`config.mk`:
```
export PLATFORM = sky130hd
export DESIGN_NAME = keyboard_matrix_to_hid_report
export DESIGN_NICKNAME = d
export VERILOG_FILES = /design/src/rtl/kmhid_pkg.sv /design/src/rtl/keyboard_matrix_to_hid_report.sv /design/src/rtl/kmhid_slot_unit.sv
export VERILOG_INCLUDE_DIRS = /design/src /design/src/rtl
export SDC_FILE = /design/constraint.sdc
export NUM_CORES = 1
export LEC_CHECK = 0
export ABC_AREA = 1
export BUFFER_PORTS_ARGS = -buffer_cell sky130_fd_sc_hd__buf_2
export CORE_AREA = 2 2 161 242
export DETAILED_ROUTE_END_ITERATION = 8
export DIE_AREA = 0 0 163 244
export PLACE_DENSITY = 0.51
export SYNTH_ARGS = -nofsm -noshare
export SYNTH_HDL_FRONTEND = slang
export SYNTH_HIERARCHICAL = 1
export SYNTH_SLANG_ARGS = --single-unit
export TNS_END_PERCENT = 30
```
`constraint.sdc`:
```
create_clock -name clk -period 3.75 [get_ports clk]
set_input_delay 0.375 -clock clk [delete_from_list [all_inputs] [get_ports clk]]
set_output_delay 0.375 -clock clk [all_outputs]
set_load 0.05 [all_outputs]
```
`src/rtl/keyboard_matrix_to_hid_report_defines.svh`:
```
// Assertion macros shared by the keyboard matrix to HID report block.
// Included by the top level; depends on signals named clk and rst_n in scope.
`ifndef KEYBOARD_MATRIX_TO_HID_REPORT_DEFINES_SVH
`define KEYBOARD_MATRIX_TO_HID_REPORT_DEFINES_SVH

// Same-cycle implication, checked outside reset.
`define KMH_ASSERT_NOW(name, ante, cons) \
    name: assert property (@(posedge clk) disable iff (!rst_n) (ante) |-> (cons)) \
        else $error("keyboard report check failed (same cycle)");

// Next-cycle implication, checked outside reset.
`define KMH_ASSERT_NEXT(name, ante, cons) \
    name: assert property (@(posedge clk) disable iff (!rst_n) (ante) |=> (cons)) \
        else $error("keyboard report check failed (next cycle)");

`endif

```
`src/rtl/kmhid_pkg.sv`:
```
// Package for the keyboard matrix to HID report block: code type, keycode ROMs,
// modifier bit positions and the per-position visit struct. No dependencies.
package kmhid_pkg;

    typedef logic [7:0] code_t;

    // One matrix position as presented to the slot unit.
    typedef struct packed {
        code_t code;
        logic  pressed;
    } visit_t;

    localparam int    MATRIX_POSITIONS = 64;
    localparam int    POS_W            = 6;
    localparam int    OUT_SLOTS        = 6;
    localparam int    SLOT_STORE       = 16;
    localparam code_t NO_CODE          = 8'h00;

    // HID modifier bits.
    localparam int MOD_CTRL_BIT  = 0;
    localparam int MOD_SHIFT_BIT = 1;
    localparam int MOD_GUI_BIT   = 3;

    localparam code_t PLAIN_ROM [MATRIX_POSITIONS] = '{
        8'h0D, 8'h0F, 8'h11, 8'h13, 8'h0C, 8'h0E, 8'h10, 8'h12,
        8'h1D, 8'h1E, 8'h20, 8'h22, 8'h1C, 8'h27, 8'h1F, 8'h21,
        8'h37, 8'h29, 8'h28, 8'h2A, 8'h36, 8'h38, 8'h2C, 8'h00,
        8'h05, 8'h07, 8'h09, 8'h0B, 8'h04, 8'h06, 8'h08, 8'h0A,
        8'h15, 8'h17, 8'h19, 8'h1B, 8'h14, 8'h16, 8'h18, 8'h1A,
        8'h24, 8'h26, 8'h2F, 8'h34, 8'h23, 8'h25, 8'h2D, 8'h33,
        8'h2E, 8'h76, 8'h40, 8'h3C, 8'h2B, 8'h30, 8'h3F, 8'h3A,
        8'h3E, 8'h00, 8'h00, 8'h00, 8'h3D, 8'h3B, 8'h00, 8'h00
    };

    localparam code_t SPECIAL_ROM [MATRIX_POSITIONS] = '{
        8'h00, 8'h00, 8'h00, 8'h00, 8'h00, 8'h00, 8'h00, 8'h00,
        8'h49, 8'h00, 8'h00, 8'h00, 8'h00, 8'h00, 8'h00, 8'h00,
        8'h00, 8'h00, 8'h00, 8'h4C, 8'h00, 8'h00, 8'h00, 8'h00,
        8'h00, 8'h4F, 8'h4E, 8'h00, 8'h50, 8'h00, 8'h4D, 8'h00,
        8'h4B, 8'h00, 8'h00, 8'h2A, 8'h4A, 8'h51, 8'h00, 8'h52,
        8'h00, 8'h00, 8'h69, 8'h00, 8'h00, 8'h00, 8'h00, 8'h00,
        8'h64, 8'h00, 8'h00, 8'h43, 8'h00, 8'h32, 8'h68, 8'h41,
        8'h45, 8'h00, 8'h00, 8'h00, 8'h44, 8'h42, 8'h00, 8'h00
    };

    // Keycode at a matrix position, from the table the special line selects.
    function automatic code_t rom_code(input logic special, input logic [POS_W-1:0] pos);
        code_t code;
        if (special)
        begin
            code = SPECIAL_ROM[pos];
        end
        else
        begin
            code = PLAIN_ROM[pos];
        end
        return code;
    endfunction

endpackage

```
`src/rtl/keyboard_matrix_to_hid_report.sv`:
```
// Keyboard matrix to HID report, top level (uses kmhid_pkg, kmhid_slot_unit and the
// assertion macros in keyboard_matrix_to_hid_report_defines.svh). One input transfer
// carries a full scan: four modifier lines and eight row sense bytes. The scan is
// latched, then a sequencer walks the 64 matrix positions row by row, column by
// column, one position per cycle through a single shared slot unit that compares
// the position's keycode against all key slots at once. A scan runs from one transfer
// to the earliest next one through the accept step in idle, one step per matrix
// position, and a finishing step that clears the set when no key was sensed
// and decides whether a report is due. A changed report is loaded into an output
// register; if an earlier report still waits there, the finishing step holds until
// it is taken. Unchanged scans give no output transfer. KEY_SLOTS sets the slot
// count (1 to 16, larger values act as 16); slot outputs at or above it read zero.
module keyboard_matrix_to_hid_report #(
    parameter int KEY_SLOTS = 6
) (
    input  logic       clk,
    input  logic       rst_n,
    input  logic       in_valid,
    output logic       in_ready,
    input  logic       shift_line,
    input  logic       control_line,
    input  logic       special_line,
    input  logic       alt_line,
    input  logic [7:0] row0_sense,
    input  logic [7:0] row1_sense,
    input  logic [7:0] row2_sense,
    input  logic [7:0] row3_sense,
    input  logic [7:0] row4_sense,
    input  logic [7:0] row5_sense,
    input  logic [7:0] row6_sense,
    input  logic [7:0] row7_sense,
    output logic       out_valid,
    input  logic       out_ready,
    output logic [3:0] modifier_byte,
    output logic [7:0] slot0_code,
    output logic [7:0] slot1_code,
    output logic [7:0] slot2_code,
    output logic [7:0] slot3_code,
    output logic [7:0] slot4_code,
    output logic [7:0] slot5_code
);

    `include "keyboard_matrix_to_hid_report_defines.svh"

    localparam int SLOT_N = (KEY_SLOTS > kmhid_pkg::SLOT_STORE) ? kmhid_pkg::SLOT_STORE
                                                                 : KEY_SLOTS;
    localparam int POS_W  = kmhid_pkg::POS_W;
    localparam logic [POS_W-1:0] LAST_POS = POS_W'(kmhid_pkg::MATRIX_POSITIONS - 1);

    localparam logic [1:0] ST_IDLE = 2'd0;
    localparam logic [1:0] ST_SCAN = 2'd1;
    localparam logic [1:0] ST_DONE = 2'd2;

    logic [1:0]                  state_reg, state_next;
    logic [POS_W-1:0]            pos_reg;
    logic [kmhid_pkg::MATRIX_POSITIONS-1:0] sense_reg;
    logic                        special_reg;
    logic                        any_reg;
    logic [3:0]                  mods_reg;
    logic [3:0]                  sent_reg;
    kmhid_pkg::code_t            slots_reg  [SLOT_N];
    kmhid_pkg::code_t            before_reg [SLOT_N];
    kmhid_pkg::code_t            slots_step [SLOT_N];
    kmhid_pkg::code_t            final_slots [SLOT_N];
    kmhid_pkg::code_t            report_slots [kmhid_pkg::OUT_SLOTS];
    kmhid_pkg::code_t            slot_out_reg [kmhid_pkg::OUT_SLOTS];
    logic [3:0]                  mod_out_reg;
    logic                        out_valid_reg;
    kmhid_pkg::visit_t           visit;
    logic                        in_xfer;
    logic                        out_free;
    logic                        changed;
    logic                        done_leave;
    logic [3:0]                  mods_in;

    assign in_ready = (state_reg == ST_IDLE);
    assign in_xfer  = in_valid && in_ready;
    assign out_free = !out_valid_reg || out_ready;

    // Modifier mapping of the raw lines.
    always_comb
    begin
        mods_in = 4'd0;
        mods_in[kmhid_pkg::MOD_CTRL_BIT]  = control_line;
        mods_in[kmhid_pkg::MOD_SHIFT_BIT] = shift_line;
        mods_in[kmhid_pkg::MOD_GUI_BIT]   = alt_line;
    end

    // Position under visit, looked up in the selected ROM.
    assign visit.code    = kmhid_pkg::rom_code(special_reg, pos_reg);
    assign visit.pressed = sense_reg[pos_reg];

    kmhid_slot_unit #(
        .N (SLOT_N)
    ) u_slot_unit (
        .visit     (visit),
        .slots_in  (slots_reg),
        .slots_out (slots_step)
    );

    // End of scan: clear the set when nothing was sensed, then look for changes.
    always_comb
    begin
        changed = (mods_reg != sent_reg);
        for (int i = 0; i < SLOT_N; i++)
        begin
            final_slots[i] = any_reg ? slots_reg[i] : kmhid_pkg::NO_CODE;
            changed        = changed | (final_slots[i] != before_reg[i]);
        end
    end

    // Report fields; slots beyond the configured count read zero.
    for (genvar j = 0; j < kmhid_pkg::OUT_SLOTS; j++)
    begin : g_report
        if (j < SLOT_N)
        begin : g_used
            assign report_slots[j] = final_slots[j];
        end
        else
        begin : g_unused
            assign report_slots[j] = kmhid_pkg::NO_CODE;
        end
    end

    assign done_leave = (state_reg == ST_DONE) && (!changed || out_free);

    // Sequencer.
    always_comb
    begin
        state_next = state_reg;
        case (state_reg)
            ST_IDLE:
            begin
                if (in_xfer)
                begin
                    state_next = ST_SCAN;
                end
            end
            ST_SCAN:
            begin
                if (pos_reg == LAST_POS)
                begin
                    state_next = ST_DONE;
                end
            end
            ST_DONE:
            begin
                if (done_leave)
                begin
                    state_next = ST_IDLE;
                end
            end
            default:
            begin
                state_next = ST_IDLE;
            end
        endcase
    end

    // Control state, slot set and output handshake.
    always_ff @(posedge clk or negedge rst_n)
    begin
        if (!rst_n)
        begin
            state_reg     <= ST_IDLE;
            pos_reg       <= '0;
            sent_reg      <= 4'd0;
            out_valid_reg <= 1'b0;
            for (int i = 0; i < SLOT_N; i++)
            begin
                slots_reg[i] <= kmhid_pkg::NO_CODE;
            end
        end
        else
        begin
            state_reg <= state_next;
            if (in_xfer)
            begin
                pos_reg <= '0;
            end
            else if (state_reg == ST_SCAN)
            begin
                pos_reg <= pos_reg + 1'b1;
            end

            if (state_reg == ST_SCAN)
            begin
                slots_reg <= slots_step;
            end
            else if (done_leave)
            begin
                slots_reg <= final_slots;
            end

            if (out_valid_reg && out_ready)
            begin
                out_valid_reg <= 1'b0;
            end
            if (done_leave && changed)
            begin
                out_valid_reg <= 1'b1;
                sent_reg      <= mods_reg;
            end
        end
    end

    // Latched scan and report payload.
    always_ff @(posedge clk)
    begin
        if (in_xfer)
        begin
            sense_reg   <= {row7_sense, row6_sense, row5_sense, row4_sense,
                            row3_sense, row2_sense, row1_sense, row0_sense};
            special_reg <= special_line;
            any_reg     <= |{row7_sense, row6_sense, row5_sense, row4_sense,
                             row3_sense, row2_sense, row1_sense, row0_sense};
            mods_reg    <= mods_in;
            before_reg  <= slots_reg;
        end
        if (done_leave && changed)
        begin
            mod_out_reg  <= mods_reg;
            slot_out_reg <= report_slots;
        end
    end

    assign out_valid     = out_valid_reg;
    assign modifier_byte = mod_out_reg;
    assign slot0_code    = slot_out_reg[0];
    assign slot1_code    = slot_out_reg[1];
    assign slot2_code    = slot_out_reg[2];
    assign slot3_code    = slot_out_reg[3];
    assign slot4_code    = slot_out_reg[4];
    assign slot5_code    = slot_out_reg[5];

    // A transfer always starts a scan at the first position.
    `KMH_ASSERT_NEXT(a_xfer_starts_scan, in_xfer, (state_reg == ST_SCAN) && (pos_reg == '0))
    // The last position always hands over to the finishing step.
    `KMH_ASSERT_NEXT(a_last_pos_done, (state_reg == ST_SCAN) && (pos_reg == LAST_POS), state_reg == ST_DONE)
    // A new report only appears out of the finishing step.
    `KMH_ASSERT_NOW(a_report_from_done, $rose(out_valid), $past(state_reg) == ST_DONE)
    // Modifier bit two is never reported.
    `KMH_ASSERT_NOW(a_mod_bit2_zero, out_valid, !modifier_byte[2])

endmodule

```
`src/rtl/kmhid_slot_unit.sv`:
```
// Shared slot update unit: applies one matrix position to the key slot set.
// Depends on kmhid_pkg.
module kmhid_slot_unit #(
    parameter int N = 6
) (
    input  kmhid_pkg::visit_t visit,
    input  kmhid_pkg::code_t  slots_in  [N],
    output kmhid_pkg::code_t  slots_out [N]
);

    logic [N-1:0] match;
    logic         hit;
    logic         placed;
    logic         cleared;

    // Parallel compare of the code against every slot.
    always_comb
    begin
        hit = 1'b0;
        for (int i = 0; i < N; i++)
        begin
            match[i] = (slots_in[i] == visit.code);
            hit      = hit | match[i];
        end
    end

    // A press fills the first empty slot when the code is absent; a release
    // empties the first slot that holds the code. A zero code does nothing.
    always_comb
    begin
        placed  = 1'b0;
        cleared = 1'b0;
        for (int i = 0; i < N; i++)
        begin
            slots_out[i] = slots_in[i];
        end
        if (visit.code != kmhid_pkg::NO_CODE)
        begin
            for (int i = 0; i < N; i++)
            begin
                if (visit.pressed)
                begin
                    if (!hit && !placed && (slots_in[i] == kmhid_pkg::NO_CODE))
                    begin
                        slots_out[i] = visit.code;
                        placed       = 1'b1;
                    end
                end
                else if (!cleared && match[i])
                begin
                    slots_out[i] = kmhid_pkg::NO_CODE;
                    cleared      = 1'b1;
                end
            end
        end
    end

endmodule
```
==> results of run 1 <==
## timing repair
| item | 4_1_cts | 5_1_grt |
|---|---|---|
| endpoints found under the setup margin | 39 | 46 |
| buffers inserted | 12 | 5 |
| pin swaps | 16 | 58 |
| hold buffers | 31 | 0 |
| hold endpoints to repair | 56 | 0 |
| gates cloned | 0 | 0 |
| gates resized for setup | 49 | 60 |
## kinds of logic after synthesis
| group | Yosys count |
|---|---|
| XOR/XNOR | 14 |
| other | 1 |
| AND/OR/NAND/NOR | 903 |
| adder cells (fa/ha/maj) | 10 |
| AO/OA/AOI/OAI | 233 |
| flip-flops | 228 |
| multiplexers | 1 |
| buffers and inverters | 247 |
## worst max-delay path, delay by kind of cell (launching register included)
family	cells	cell delay (ns)
AO/OA/AOI/OAI	6	0.83
adder cells (fa/ha/maj)	2	0.33
buffers and inverters	5	0.85
flip-flops	1	0.41
AND/OR/NAND/NOR	15	1.25
## path summary, 6_finish.rpt
check / from / end / slack (ns) / cells past startpoint
worst min register to register: mods_reg[0] / modifier_byte[0] / 0.49 / 0
worst min-delay path: row1_sense[3] / sense_reg[11] / 0.01 / 1
max in group asynchronous: rst_n / sent_reg[3] / 2.47 / 3
worst max-delay path: pos_reg[0] / slots_reg[31] / -0.05 / 28
worst max register to register: pos_reg[0] / slots_reg[31] / -0.05 / 28
min in group asynchronous: rst_n / slots_reg[36] / 0.44 / 2
## placed cells by master (no fill, tap or decap), types with 8 or more instances in the layout
cell type	count
nor2_4	10
o21ai_1	26
nand3_1	132
buf_6	11
nand2_1	553
a31oi_1	36
o211ai_1	8
xor2_1	11
o21a_1	8
a21oi_1	10
nor2_1	116
edfxtp_1	168
nor4_1	23
nand2_2	18
dfrtp_1	58
buf_4	140
inv_1	149
buf_2	124
dlygate4sd3_1	31
nand4_1	30
clkbuf_16	23
buf_12	13
o21ai_0	108
inv_2	9
## cells in the mapped netlist (all sizes together)
library cell	n	area (sq um)
xor2	11	96.3
o31ai	1	12.5
conb	1	3.75
o21a	8	60.1
a22oi	2	15.0
o311ai	2	17.5
a32oi	1	8.76
o22ai	4	25.0
o21bai	2	26.3
clkinv	6	22.5
nor2	131	537
xnor2	3	26.3
nand3	135	681
a41oi	2	17.5
nor3	6	30.0
nor4	23	144
dfrtp	60	1500
nand4	31	209
o41ai	2	36.3
ha	10	125
o32ai	1	8.76
nand2	574	2160
o221ai	2	17.5
o2bb2ai	1	8.76
or2	3	18.8
o211ai	8	60.1
buf	32	259
a211oi	1	7.51
o21ai	143	749
o31a	1	8.76
edfxtp	168	5040
inv	165	632
o2111ai	2	17.5
a21oi	14	70.1
mux2i	1	10.0
clkbuf	44	165
a31oi	36	225
## through the flow
step | instance area, sq um | worst slack [ns] | hold WS (ns) | TNS, ns
floorplan | 13100 | -0.123 | 0.0794 | -2.55
global placement | 15100 | -0.219 | 0.475 | -2.56
detailed placement | 15100 | -0.199 | 0.474 | -2.91
CTS | 16400 | 0.000271 | 0.000481 | 0
global route | 16700 | -0.307 | 0.00763 | -10.16
finish | 16700 | -0.0515 | 0.0142 | -0.597
## metal layers
metal / track usage, % / vias up
li1: - / 5996
met3: 2.20 / 125
met4: 13.1 / 0
met2: 44.5 / 368
met5: 0 / -
met1: 25.0 / 5755
## final cells by class
| class | count | share of cell area, % |
|---|---|---|
| sequential | 228 | 39.3 |
| multi-input combinational | 1163 | 34.3 |
| timing repair buffer | 319 | 14.2 |
| inverter | 171 | 4.06 |
| tap | 489 | 3.67 |
| clock buffer | 29 | 3.59 |
| clock inverter | 12 | 0.826 |
## power by group through the flow
stage	Clock (mW)	Sequential (mW)	Combinational [mW]
after floorplan	0	4.33	4.62
after global placement	0	4.03	7.78
after detailed placement	0	4.05	7.77
after CTS	2.39	4.01	8.07
after global routing	2.49	4.09	9.20
final	2.34	4.02	8.39
==> impl_metrics.toml, run 1 <==
[detailed_routing]
drtAntennaViolNets = 0
drt-pass1-iter-count = 5
routed_wirelength_mm = 46.7
drc_errors = 0
num_vias = 12200
wl_met1_mm = 16.9
wire_per_inst_microns = 19.4
dr.first_iter.drc_count = 661
post_drt_via_cell_ratio = 5.08
wl_met2_mm = 25.4
highest-signal-layer = "met4"
wl_met3_mm = 1.62

[yosys]
synthAdderAreaFrac_pct = 0.958
main_combinational_cell_family_by_area_after_synthesis = "simple AND/OR/NAND/NOR gates"
post_synth_design_cell_area_sq_mm = 0.0131
synth_compound_gate_area_share_pct = 10.7
post_synth_inst_count = 1637
ys_seq_area_share_pct = 50.1
synth_xor_xnor_area_share_pct = 0.939
count_of_synthesis_stage_warnings_from_yosys = 6
post_synth_num_cell_types = 52
synth.mux.area_fraction_pct = 0.0766
synth_seq_cells = 228
yosys.area_share.simple_pct = 29.0
average_footprint_of_a_synthesized_cell_sq_um = 7.98

[clock_tree]
clock_path_buffers = 3
insertion_delay_ns = 0.56
ctsHtreeMaxLevel = 1
tritoncts = "built"
cts_root_buf = "clkbuf_16"
cts-buffers-inserted = 23
cts.sink_count = 228
clk_transition_reported_paths_ns = 0.07

[pwr]
p_sw_share_pct = 48.2
cellLeakagePower_nw = 7.64
p_clk_share_pct = 15.9
total_power_mw = 14.7
p_switching_mw = 7.11
pwr-share-comb_pct = 56.9
seq_power_share_pct = 27.2
max-vdd-ir-drop_uv = 448
ratio_of_total_power_to_cell_area_mw_per_mm2 = 885
cell_internal_pwr_mw = 7.63

[grt]
maximum_number_of_pins_on_one_net_before_global_route_repair = 56
groute.usage.overall_pct = 23.4
first_global_vias = 12300
grt_antenna_before_repair = 0
gr-total-overflow = 0
first_pass_grt_wire_length_mm = 71.0

[layout]
final_cells = 2411
antenna-diode-count = 0
final_stage_net_count = 1988
share_of_post_route_cells_with_drive_strength_above_1_pct = 21.3
register_area_sq_mm = 0.00655
finish.utilization_pct = 44.4
multiInputGateArea_sq_mm = 0.00572
areaGrowthSynthToFinish_pct = 27.5
number_of_flip_flops_under_the_largest_register_name = 64
fillerInstances = 3784

[placed_design]
post-place-cells = 2322
place.detailed.hpwl_mm = 34.4
quantity_of_i_o_buffers_inserted_on_ports = 124
gp_congestion = 0.913

[sta]
timing.final.setup_violations = 22
fin_crit_sh_pct = 101
timing.fmax_mhz = 263
finClkSkew_ns = 0.0334
final_slew_viol_count = 0
final_period_minus_worst_setup_slack_ns = 3.80
timing.slew.headroom_pct = 33.7
setup_ws_ns = -0.0515
hold_viol_final = 0
tightestPinTransition_ns = 0.994
rsz0062_at_grt = "true"

[worst_setup_path]
timing.critical_path.arrival_ns = 4.26
endpoint_kind = "flip-flop"
worstSetupStartpointType = "flip-flop"
critical_path.slowest_cell = "dfrtp_1"
required_time_of_the_critical_path_ns = 4.21
cp_max_stage_delay_ns = 0.41
critical_path_peak_fanout = 8
criticalPathCategory = "reg -> reg"

[die]
initial_core_util_pct = 34.8
rows = 87
core_region_area_sq_mm = 0.0376
fp.dieArea_sq_mm = 0.0398
die_span_x_microns = 163
floorplan.io_pins = 126
chipHeight_microns = 244

[job]
maxCapViolCount = 0

[worst_hold_path]
timing.hold.worst.class = "in -> reg"

[status]
outcome = "finished with violations"
violations = "negative setup slack"
No activity file was read; power rests on OpenSTA's default activity.
==> inputs of run 2 (changes only) <==
--- a/config.mk
+++ b/config.mk
@@ -8,9 +8,11 @@
 export LEC_CHECK = 0
 export ABC_AREA = 1
 export BUFFER_PORTS_ARGS = -buffer_cell sky130_fd_sc_hd__buf_2
+export CAP_MARGIN = 20
 export CORE_AREA = 2 2 161 242
 export DETAILED_ROUTE_END_ITERATION = 8
 export DIE_AREA = 0 0 163 244
+export MAX_ROUTING_LAYER = met4
 export PLACE_DENSITY = 0.51
 export SYNTH_ARGS = -nofsm -noshare
 export SYNTH_HDL_FRONTEND = slang
==> impl_metrics.toml, run 2 (synthesized netlist as in run 1, its figures left out) <==
[worst_setup_path]
critical_path_peak_fanout = 8
endpoint_kind = "flip-flop"
timing.critical_path.arrival_ns = 4.18
required_time_of_the_critical_path_ns = 4.18
worstRegToRegCells = 26
startpoint = "pos_reg[2]"
reg2reg_from = "pos_reg[2]"
critical_path.reg2reg.endpoint = "slots_reg[3]"
worstSetupStartpointType = "flip-flop"
criticalPathCategory = "reg -> reg"
worst-r2r-setup-slack_ns = -0.0007

[sta]
fin_crit_sh_pct = 100
final_slew_viol_count = 0
timing.final.setup_violations = 1
timing.slew.headroom_pct = 46.9
hold_viol_final = 0
finClkSkew_ns = 0.0344
timing.fmax_mhz = 267
rsz0062_at_grt = "true"
final_period_minus_worst_setup_slack_ns = 3.75
setup_ws_ns = -0.000651
tightestPinTransition_ns = 0.797
fin_worst_hold_slack_ns = 0.0255

[clock_tree]
ctsHtreeMaxLevel = 1
clock_path_buffers = 3
insertion_delay_ns = 0.57
cts.sink_count = 228
cts_root_buf = "clkbuf_16"
clk_transition_reported_paths_ns = 0.07
cts-buffers-inserted = 23
tritoncts = "built"

[layout]
final_stage_net_count = 2019
fillerInstances = 3758
layout.cells.most_common = "nand2_1"
areaGrowthSynthToFinish_pct = 31.6
number_of_flip_flops_under_the_largest_register_name = 64
share_of_post_route_cells_with_drive_strength_above_1_pct = 23.6
layout_common_cells = "nand2_1, edfxtp_1, buf_4, inv_1, nand3_1"
final_cells = 2442
antenna-diode-count = 0

[die]
fp.dieArea_sq_mm = 0.0398
floorplan.io_pins = 126
die_span_x_microns = 163
core_region_area_sq_mm = 0.0376
rows = 87
chipHeight_microns = 244
initial_core_util_pct = 34.8

[worst_hold_path]
timing.hold.worst_path_depth = 1
hold_path_sink = "sense_reg[20]"
timing.hold.worst.class = "in -> reg"
min_from = "row2_sense[4]"

[pwr]
cellLeakagePower_nw = 7.86
max-vdd-ir-drop_uv = 403
ratio_of_total_power_to_cell_area_mw_per_mm2 = 886

[grt]
maximum_number_of_pins_on_one_net_before_global_route_repair = 66
groute.usage.overall_pct = 24.8
first_pass_grt_wire_length_mm = 72.8
grt_antenna_before_repair = 0
gr-total-overflow = 0
first_global_vias = 12600

[status]
outcome = "finished with violations"
violations = "negative setup slack"

[detailed_routing]
routed_wirelength_mm = 47.6
post_drt_via_cell_ratio = 5.10
dr.first_iter.drc_count = 740
wire_per_inst_microns = 19.5
drc_errors = 0
drtAntennaViolNets = 0
drt-pass1-iter-count = 5
num_vias = 12400

[placed_design]
quantity_of_i_o_buffers_inserted_on_ports = 124
post-place-cells = 2322
gp_congestion = 0.968
place.detailed.hpwl_mm = 34.8

[job]
maxCapViolCount = 0
==> run 2: cell count changes in the layout (fill, tap and decap cells not counted), moves of 4 or more <==
cell,change
inv_1,-5
buf_4,+5
a31oi_1,-7
o21ai_0,-5
buf_6,+9
a31oi_2,+6
clkinv_4,+4
nand2_1,-7
nand2_2,+5
dlygate4sd3_1,+10
==> run 2: worst max-delay path by stage <==
| stage | to | slack (ns) | cells past startpoint |
|---|---|---|---|
| 2_1_floorplan | slots_reg[25] | -0.12 | 31 |
| 6_report | slots_reg[3] | -0.0007 | 26 |
| 5_1_grt | slots_reg[22] | -0.26 | 27 |
| 4_1_cts | slots_reg[3] | -0.02 | 26 |
| 3_5_place_dp | slots_reg[32] | -0.38 | 23 |
| 3_3_place_gp | slots_reg[32] | -0.36 | 23 |
==> run 2: through the flow <==
step / worst slack, ns / total power [mW] / cell area (sq um) / util (%) / setup TNS, ns
2_1_floorplan: -0.123 / 8.94 / 13100 / - / -2.55
3_3_place_gp: -0.357 / 11.9 / 15100 / 40.3 / -11.18
3_5_place_dp: -0.381 / 11.9 / 15100 / 40.3 / -11.94
4_1_cts: -0.0205 / 14.7 / 16700 / 44.5 / -0.0548
5_1_grt: -0.262 / 16.3 / 17200 / 45.8 / -8.12
6_report: -0.000651 / 15.2 / 17200 / 45.8 / -0.000651
==> run 2: critical path, stage by stage (launching register included) <==
cell and delay, ns:
dfrtp_1 0.40, buf_6 0.15, buf_4 0.15, nand2_1 0.11, inv_1 0.10, nor2_1 0.05
o21ai_0 0.25, nand3_2 0.13, o211ai_1 0.14, nand2_2 0.17, buf_6 0.15, buf_4 0.14
xnor2_2 0.14, nand2_1 0.08, nor2_2 0.06, nand3_4 0.08, nand4_4 0.12, nor2_4 0.17
o41ai_4 0.18, o21ai_4 0.33, nand2_1 0.09, nand2_1 0.09, nand2_1 0.07, nand2_1 0.06
o21ai_1 0.06, nand2_1 0.07, nand2_1 0.04
==> run 2: final cells by class <==
type | instances | area, sq um | share of cell area (%)
clock buffer | 31 | 626 | 3.64
clock inverter | 10 | 97.6 | 0.568
inverter | 171 | 697 | 4.06
multi-input combinational | 1163 | 5840 | 34.0
sequential | 228 | 6550 | 38.1
tap | 489 | 612 | 3.56
timing repair buffer | 350 | 2760 | 16.1
==> run 2: timing repair <==
action / 4_1_cts / 5_1_grt
hold buffers: 41 / 0
pin swaps: 26 / 68
endpoints found under the setup margin: 46 / 46
endpoints found under the hold margin: 65 / 0
setup buffers: 17 / 20
gates resized for setup: 71 / 100
gates cloned: 2 / 0
==> run 2: metal layers <==
metal / global-route usage [%] / vias to the layer above / routed length, microns
met5: - / - / 0
met3: 2.32 / 101 / 1680
met4: 12.7 / 0 / 2450
met2: 46.4 / 354 / 26200
li1: - / 6068 / -
met1: 25.5 / 5920 / 17300
==> run 2: report_power, final <==
group | switching, mW | internal [mW] | total [mW]
sequential | 0.508 | 3.51 | 4.02
clock | 1.04 | 1.25 | 2.29
combinational | 5.70 | 3.21 | 8.92
